### config.mk
export PLATFORM = sky130hd
export DESIGN_NAME = tobuf_cell
export DESIGN_NICKNAME = d
export VERILOG_FILES = /design/src/design/tobuf_pkg.sv /design/src/design/tobuf_cell.sv
export SDC_FILE = /design/constraint.sdc
export NUM_CORES = 1
export LEC_CHECK = 0
export ABC_AREA = 1
export BUFFER_PORTS_ARGS = -buffer_cell sky130_fd_sc_hd__buf_2
export CAP_MARGIN = 20
export CORE_AREA = 2 2 151 153
export DETAILED_ROUTE_END_ITERATION = 7
export DIE_AREA = 0 0 153 155
export PLACE_DENSITY = 0.74
export SLEW_MARGIN = 20
export SYNTH_ARGS = -nofsm -noshare
export SYNTH_HDL_FRONTEND = slang
export SYNTH_SLANG_ARGS = --single-unit
### constraint.sdc
create_clock -name aclk -period 4.69 [get_ports aclk]
set_input_delay 0.938 -clock aclk [delete_from_list [all_inputs] [get_ports aclk]]
set_output_delay 0.938 -clock aclk [all_outputs]
set_load 0.02 [all_outputs]
### src/design/tobuf_pkg.sv
`timescale 1ns / 1ps
// ----------------------------------------------------------------------------
// tobuf_pkg
// Shared constants and types for the time ordered event buffer.
// ----------------------------------------------------------------------------
package tobuf_pkg;

    localparam int CAPACITY   = 1024;
    localparam int CNT_W      = $clog2(CAPACITY + 1);
    localparam int TIME_W     = 64;
    localparam int NEURON_W   = 32;
    localparam int IDX_W      = 10;
    localparam int STATUS_W   = 3;
    localparam int IDX_EXT_W  = (CNT_W > IDX_W) ? CNT_W : IDX_W;

    // OR tree over the cell row: one registered level of groups
    localparam int GROUP_SIZE = 32;
    localparam int NUM_GROUPS = (CAPACITY + GROUP_SIZE - 1) / GROUP_SIZE;

    // stream packing
    localparam int S_DATA_W   = ((TIME_W + NEURON_W + IDX_W + 7) / 8) * 8;
    localparam int M_DATA_W   = ((TIME_W + NEURON_W + CNT_W + 7) / 8) * 8;

    localparam logic OP_INSERT = 1'b0;
    localparam logic OP_READ   = 1'b1;

    localparam logic [STATUS_W-1:0] ST_INSERTED  = 3'd0;
    localparam logic [STATUS_W-1:0] ST_DUPLICATE = 3'd1;
    localparam logic [STATUS_W-1:0] ST_FULL      = 3'd2;
    localparam logic [STATUS_W-1:0] ST_READ_OK   = 3'd3;
    localparam logic [STATUS_W-1:0] ST_BEYOND    = 3'd4;

    typedef struct packed {
        logic cmp_en;
        logic commit_en;
        logic valid;
        logic rd_sel;
    } cell_ctrl_t;

    typedef struct packed {
        logic                dup;
        logic [TIME_W-1:0]   rd_time;
        logic [NEURON_W-1:0] rd_neuron;
    } cell_flag_t;

endpackage

### src/design/tobuf_cell.sv
`timescale 1ns / 1ps
// ----------------------------------------------------------------------------
// tobuf_cell
// One slot of the sorted row: holds an event, compares it against the
// request and shifts up toward the tail on insert.
// ----------------------------------------------------------------------------
module tobuf_cell (
    input  logic                              aclk,
    input  tobuf_pkg::cell_ctrl_t             ctrl,
    input  logic [tobuf_pkg::TIME_W-1:0]      new_time,
    input  logic [tobuf_pkg::NEURON_W-1:0]    new_neuron,
    input  logic                              prev_gt,
    input  logic [tobuf_pkg::TIME_W-1:0]      prev_time,
    input  logic [tobuf_pkg::NEURON_W-1:0]    prev_neuron,
    output logic                              gt,
    output logic [tobuf_pkg::TIME_W-1:0]      slot_time,
    output logic [tobuf_pkg::NEURON_W-1:0]    slot_neuron,
    output tobuf_pkg::cell_flag_t             flag
);

    logic [tobuf_pkg::TIME_W-1:0]   time_reg;
    logic [tobuf_pkg::NEURON_W-1:0] neuron_reg;
    logic                           gt_reg;
    tobuf_pkg::cell_flag_t          flag_reg;

    always_ff @(posedge aclk) begin
        if (ctrl.cmp_en) begin
            // an empty slot counts as later than any time
            gt_reg            <= !ctrl.valid || (time_reg > new_time);
            flag_reg.dup      <= ctrl.valid && (time_reg == new_time)
                                 && (neuron_reg == new_neuron);
            flag_reg.rd_time   <= ctrl.rd_sel ? time_reg : '0;
            flag_reg.rd_neuron <= ctrl.rd_sel ? neuron_reg : '0;
        end
        if (ctrl.commit_en) begin
            if (prev_gt) begin
                time_reg   <= prev_time;
                neuron_reg <= prev_neuron;
            end else if (gt_reg) begin
                time_reg   <= new_time;
                neuron_reg <= new_neuron;
            end
        end
    end

    assign gt          = gt_reg;
    assign slot_time   = time_reg;
    assign slot_neuron = neuron_reg;
    assign flag        = flag_reg;

endmodule

==> impl_metrics.csv <==
group,metric,value,unit
global_route,grt_pass1_wl,40.8,mm
min_path,hp-start,"slot_time[46]",
timing,grt_setup_unrepaired,"false",
worst_setup_path,cp-end-kind,"register",
floorplanning,dieArea,23700,um2
status,outcome,"complete, no violations",
power_and_ir_drop,swShare,29.2,%
worst_setup_path,crit_path_max_fanout,2,
routing,vias,8214,
worst_setup_path,crit_required,4870,ps
timing,period_needed,2260,ps
worst_setup_path,cp_common_cell,"nand2_1",
routing,drtAntennaViolNets,0,
timing,hold_violations,0,
floorplanning,boundaryPins,392,
floorplanning,core-area,22200,um2
clock_network,cts_tree,"done",
power_and_ir_drop,power_frac_comb,16.6,%
worst_setup_path,cp.arrival,2450,ps
global_route,grt_antenna_before_repair,5,
cells_and_area,multi_input_area,3100,um2
power_and_ir_drop,leakage,0.00678,uW
timing,fin_hold_ws,575,ps
timing,timing.final.crit_share,48.3,%
clock_network,cts.sinks,194,
synth,syn-num-nets,1283,
clock_network,cts_buffers,17,
cells_and_area,largest_reg_flops,97,
routing,viasPerCell,4.81,
power_and_ir_drop,vdd_drop_max,0.000229,V
timing,worst_slew_pin_slew,1080,ps
worst_setup_path,r2r-start,"slot_time[63]",
global_route,grt_pass1_vias,7728,
worst_setup_path,critical_path.max_stage_delay,310,ps
routing,drc_errors,0,
power_and_ir_drop,power,4340,uW
global_route,grt_start_max_net_pins,97,
floorplanning,start_util,44.3,%
cells_and_area,layout.area.seq,5830,um2
power_and_ir_drop,p_sw,1270,uW
placement,gp_congestion,0.879,
synth,yosysSeqAreaShare,59.2,%
power_and_ir_drop,p_seq_share,49.0,%
synth,synth_warnings,0,
timing,timing.fmax,0.442,GHz
timing,setup_total_negative_slack,0,ps
cells_and_area,nets,1665,
clock_network,clockBufferDepth,2,
clock_network,insertion_delay,440,ps
timing,postLayoutSetupSlackWorst,2430,ps
cells_and_area,stdcell_count,1707,
floorplanning,die_h,155,um
synth,postSynthCellCount,1021,
placement,numPlacedInstances,1669,
cells_and_area,drive_gt1_share,31.4,%
worst_setup_path,path_class,"in -> reg",
routing,post_drt_wl_per_cell,15.9,um
timing,timing.slew.headroom,27.9,%
placement,place_ws,1950,ps
synth,synth_cell_type_count,30,
timing,clock-skew-final,18.6,ps
floorplanning,rows,55,
placement,dp_hpwl,20.4,mm
timing,slew_violations,0,
synth,ys_seq_elements,194,
worst_setup_path,critPathSlowestCell,"ha_1",
clock_network,clkTransAtPathRegs,70,ps
timing,setup_viol,0,
worst_setup_path,cp_num_buf_inv,2,
routing,dr.first_iter.drc_count,526,
run,maxCapViolCount,0,
clock_network,cts_resized,0,
placement,portBuffers,391,
global_route,global_route.overflow_total,0,
synth,synth_area_per_cell,9.64,um2
worst_setup_path,critPathTopFamily,"compound AO/OA/AOI/OAI gates",
synth,syn_area,9850,um2
min_path,hold_path_class,"reg -> reg",
power_and_ir_drop,clkPwrFrac,34.4,%
clock_network,postCtsSetupBuffers,0,
floorplanning,die_x,153,um
clock_network,htree_levels,4,
clock_network,cts-root-buf,"clkbuf_16",
power_and_ir_drop,power_density,342,nW/um2
worst_setup_path,cp-start-kind,"input port",
power_and_ir_drop,internal_power,3070,uW
cells_and_area,num-fill-cells,2016,
clock_network,ctsHoldBuffers,0,
routing,drt-total-wl,27.2,mm
worst_setup_path,path_cells,"buf_2 > inv_1 > ha_1 > a21oi_1 > o21ai_0 > a21oi_1 > nand2_1 > a21oi_1 > nand2_1 > nand2_1 > nand2_1",
global_route,grt_usage,22.1,%
routing,firstDrtPassIters,5,
cells_and_area,area_growth_syn_to_layout,29.0,%
worst_setup_path,startpoint,"new_time[63]",
## cell type report
cell class | count | share of cell area, %
Sequential cell | 194 | 45.9
Clock buffer | 17 | 3.35
Tap cell | 285 | 2.81
Clock inverter | 15 | 1.37
Timing Repair Buffer | 395 | 15.9
Multi-Input combinational cell | 586 | 24.4
Antenna cell | 6 | 0.118
Inverter | 209 | 6.18
## path summary, 6_finish.rpt
check / endpoint / slack [ps] / cells past startpoint
min: flag[78] / 580 / 2
min reg2reg: flag[78] / 580 / 2
max: gt / 2430 / 11
max reg2reg: gt / 2640 / 9
## Yosys cell counts
cell type	number	area, um2
and3_1	1	6.26
nor3_1	1	5.00
o21a_1	2	15.0
a221oi_1	2	17.5
nand2_4	1	11.3
a21oi_1	25	125
edfxtp_1	194	5830
a22o_1	1	8.76
nor2_4	2	22.5
nor4_1	2	12.5
nor2_2	4	25.0
o22ai_1	3	18.8
a21o_1	4	30.0
xor2_1	6	52.6
o21ai_0	39	195
nand2_2	2	12.5
buf_2	17	85.1
nand3_1	8	40.0
o21bai_1	1	7.51
nand4_2	1	12.5
nor2_1	30	113
ha_1	64	801
xnor2_1	3	26.3
a211oi_1	1	7.51
inv_1	201	754
nand4_1	4	25.0
inv_2	8	30.0
clkbuf_1	15	56.3
o21ai_1	65	325
nand2_1	314	1180
## cell families (layout without fill, tap and decap cells)
kind of cell             count (synthesis)  count (layout)  share of synthesized area (%)
AND/OR/NAND/NOR                        370             370                           14.9
buffers and inverters                  241             636                           9.40
flip-flops                             194             194                           59.2
AO/OA/AOI/OAI                          143             143                           7.62
adder cells (fa/ha/maj)                 64              64                           8.13
XOR/XNOR                                 9               9                          0.801
other                                    0               6                              0
## worst min-delay path: stages (launching register included)
cell	delay, ps
edfxtp_1	370
nand2_1	60
inv_1	40
## per-layer routing
| layer | vias up | part of all wire [%] | global-route usage [%] |
|---|---|---|---|
| met1 | 3774 | 42 | 28.6 |
| met4 | 0 | 2.8 | 8.02 |
| met3 | 48 | 5.8 | 4.21 |
| met2 | 329 | 50 | 37.4 |
| met5 | - | 0 | 0 |
| li1 | 4063 | - | - |
## stage by stage
| stage | area [um2] | util [%] |
|---|---|---|
| floorplan | 9850 | - |
| global placement | 12100 | 54.3 |
| detailed placement | 12100 | 54.3 |
| CTS | 12700 | 57.0 |
| global route | 12700 | 57.1 |
| finish | 12700 | 57.1 |
## power by group through the flow
stage               registers, uW  logic (uW)  clock network (uW)
floorplan                    2300         283                   0
global placement             2160         708                   0
detailed placement           2170         724                   0
CTS                          2130         727                1520
global route                 2140         801                1570
finish                       2130         720                1490
## cell usage in the layout (no fill, tap or decap), types with 2 or more instances in the layout
| cell type | count |
|---|---|
| xnor2_1 | 3 |
| nand4_1 | 4 |
| inv_6 | 7 |
| nor2_1 | 30 |
| a221oi_1 | 2 |
| buf_4 | 4 |
| a21oi_1 | 25 |
| inv_2 | 8 |
| edfxtp_1 | 194 |
| nand2_1 | 314 |
| o21ai_0 | 39 |
| o22ai_1 | 3 |
| xor2_1 | 6 |
| clkbuf_16 | 17 |
| ha_1 | 64 |
| a21o_1 | 4 |
| nand2_2 | 2 |
| o21ai_1 | 65 |
| clkinv_8 | 4 |
| diode_2 | 6 |
| nor2_4 | 2 |
| buf_2 | 388 |
| nor4_1 | 2 |
| nand3_1 | 8 |
| inv_1 | 201 |
| buf_6 | 2 |
| nor2_2 | 4 |
Note: power is estimated with default switching activity, not from simulation.
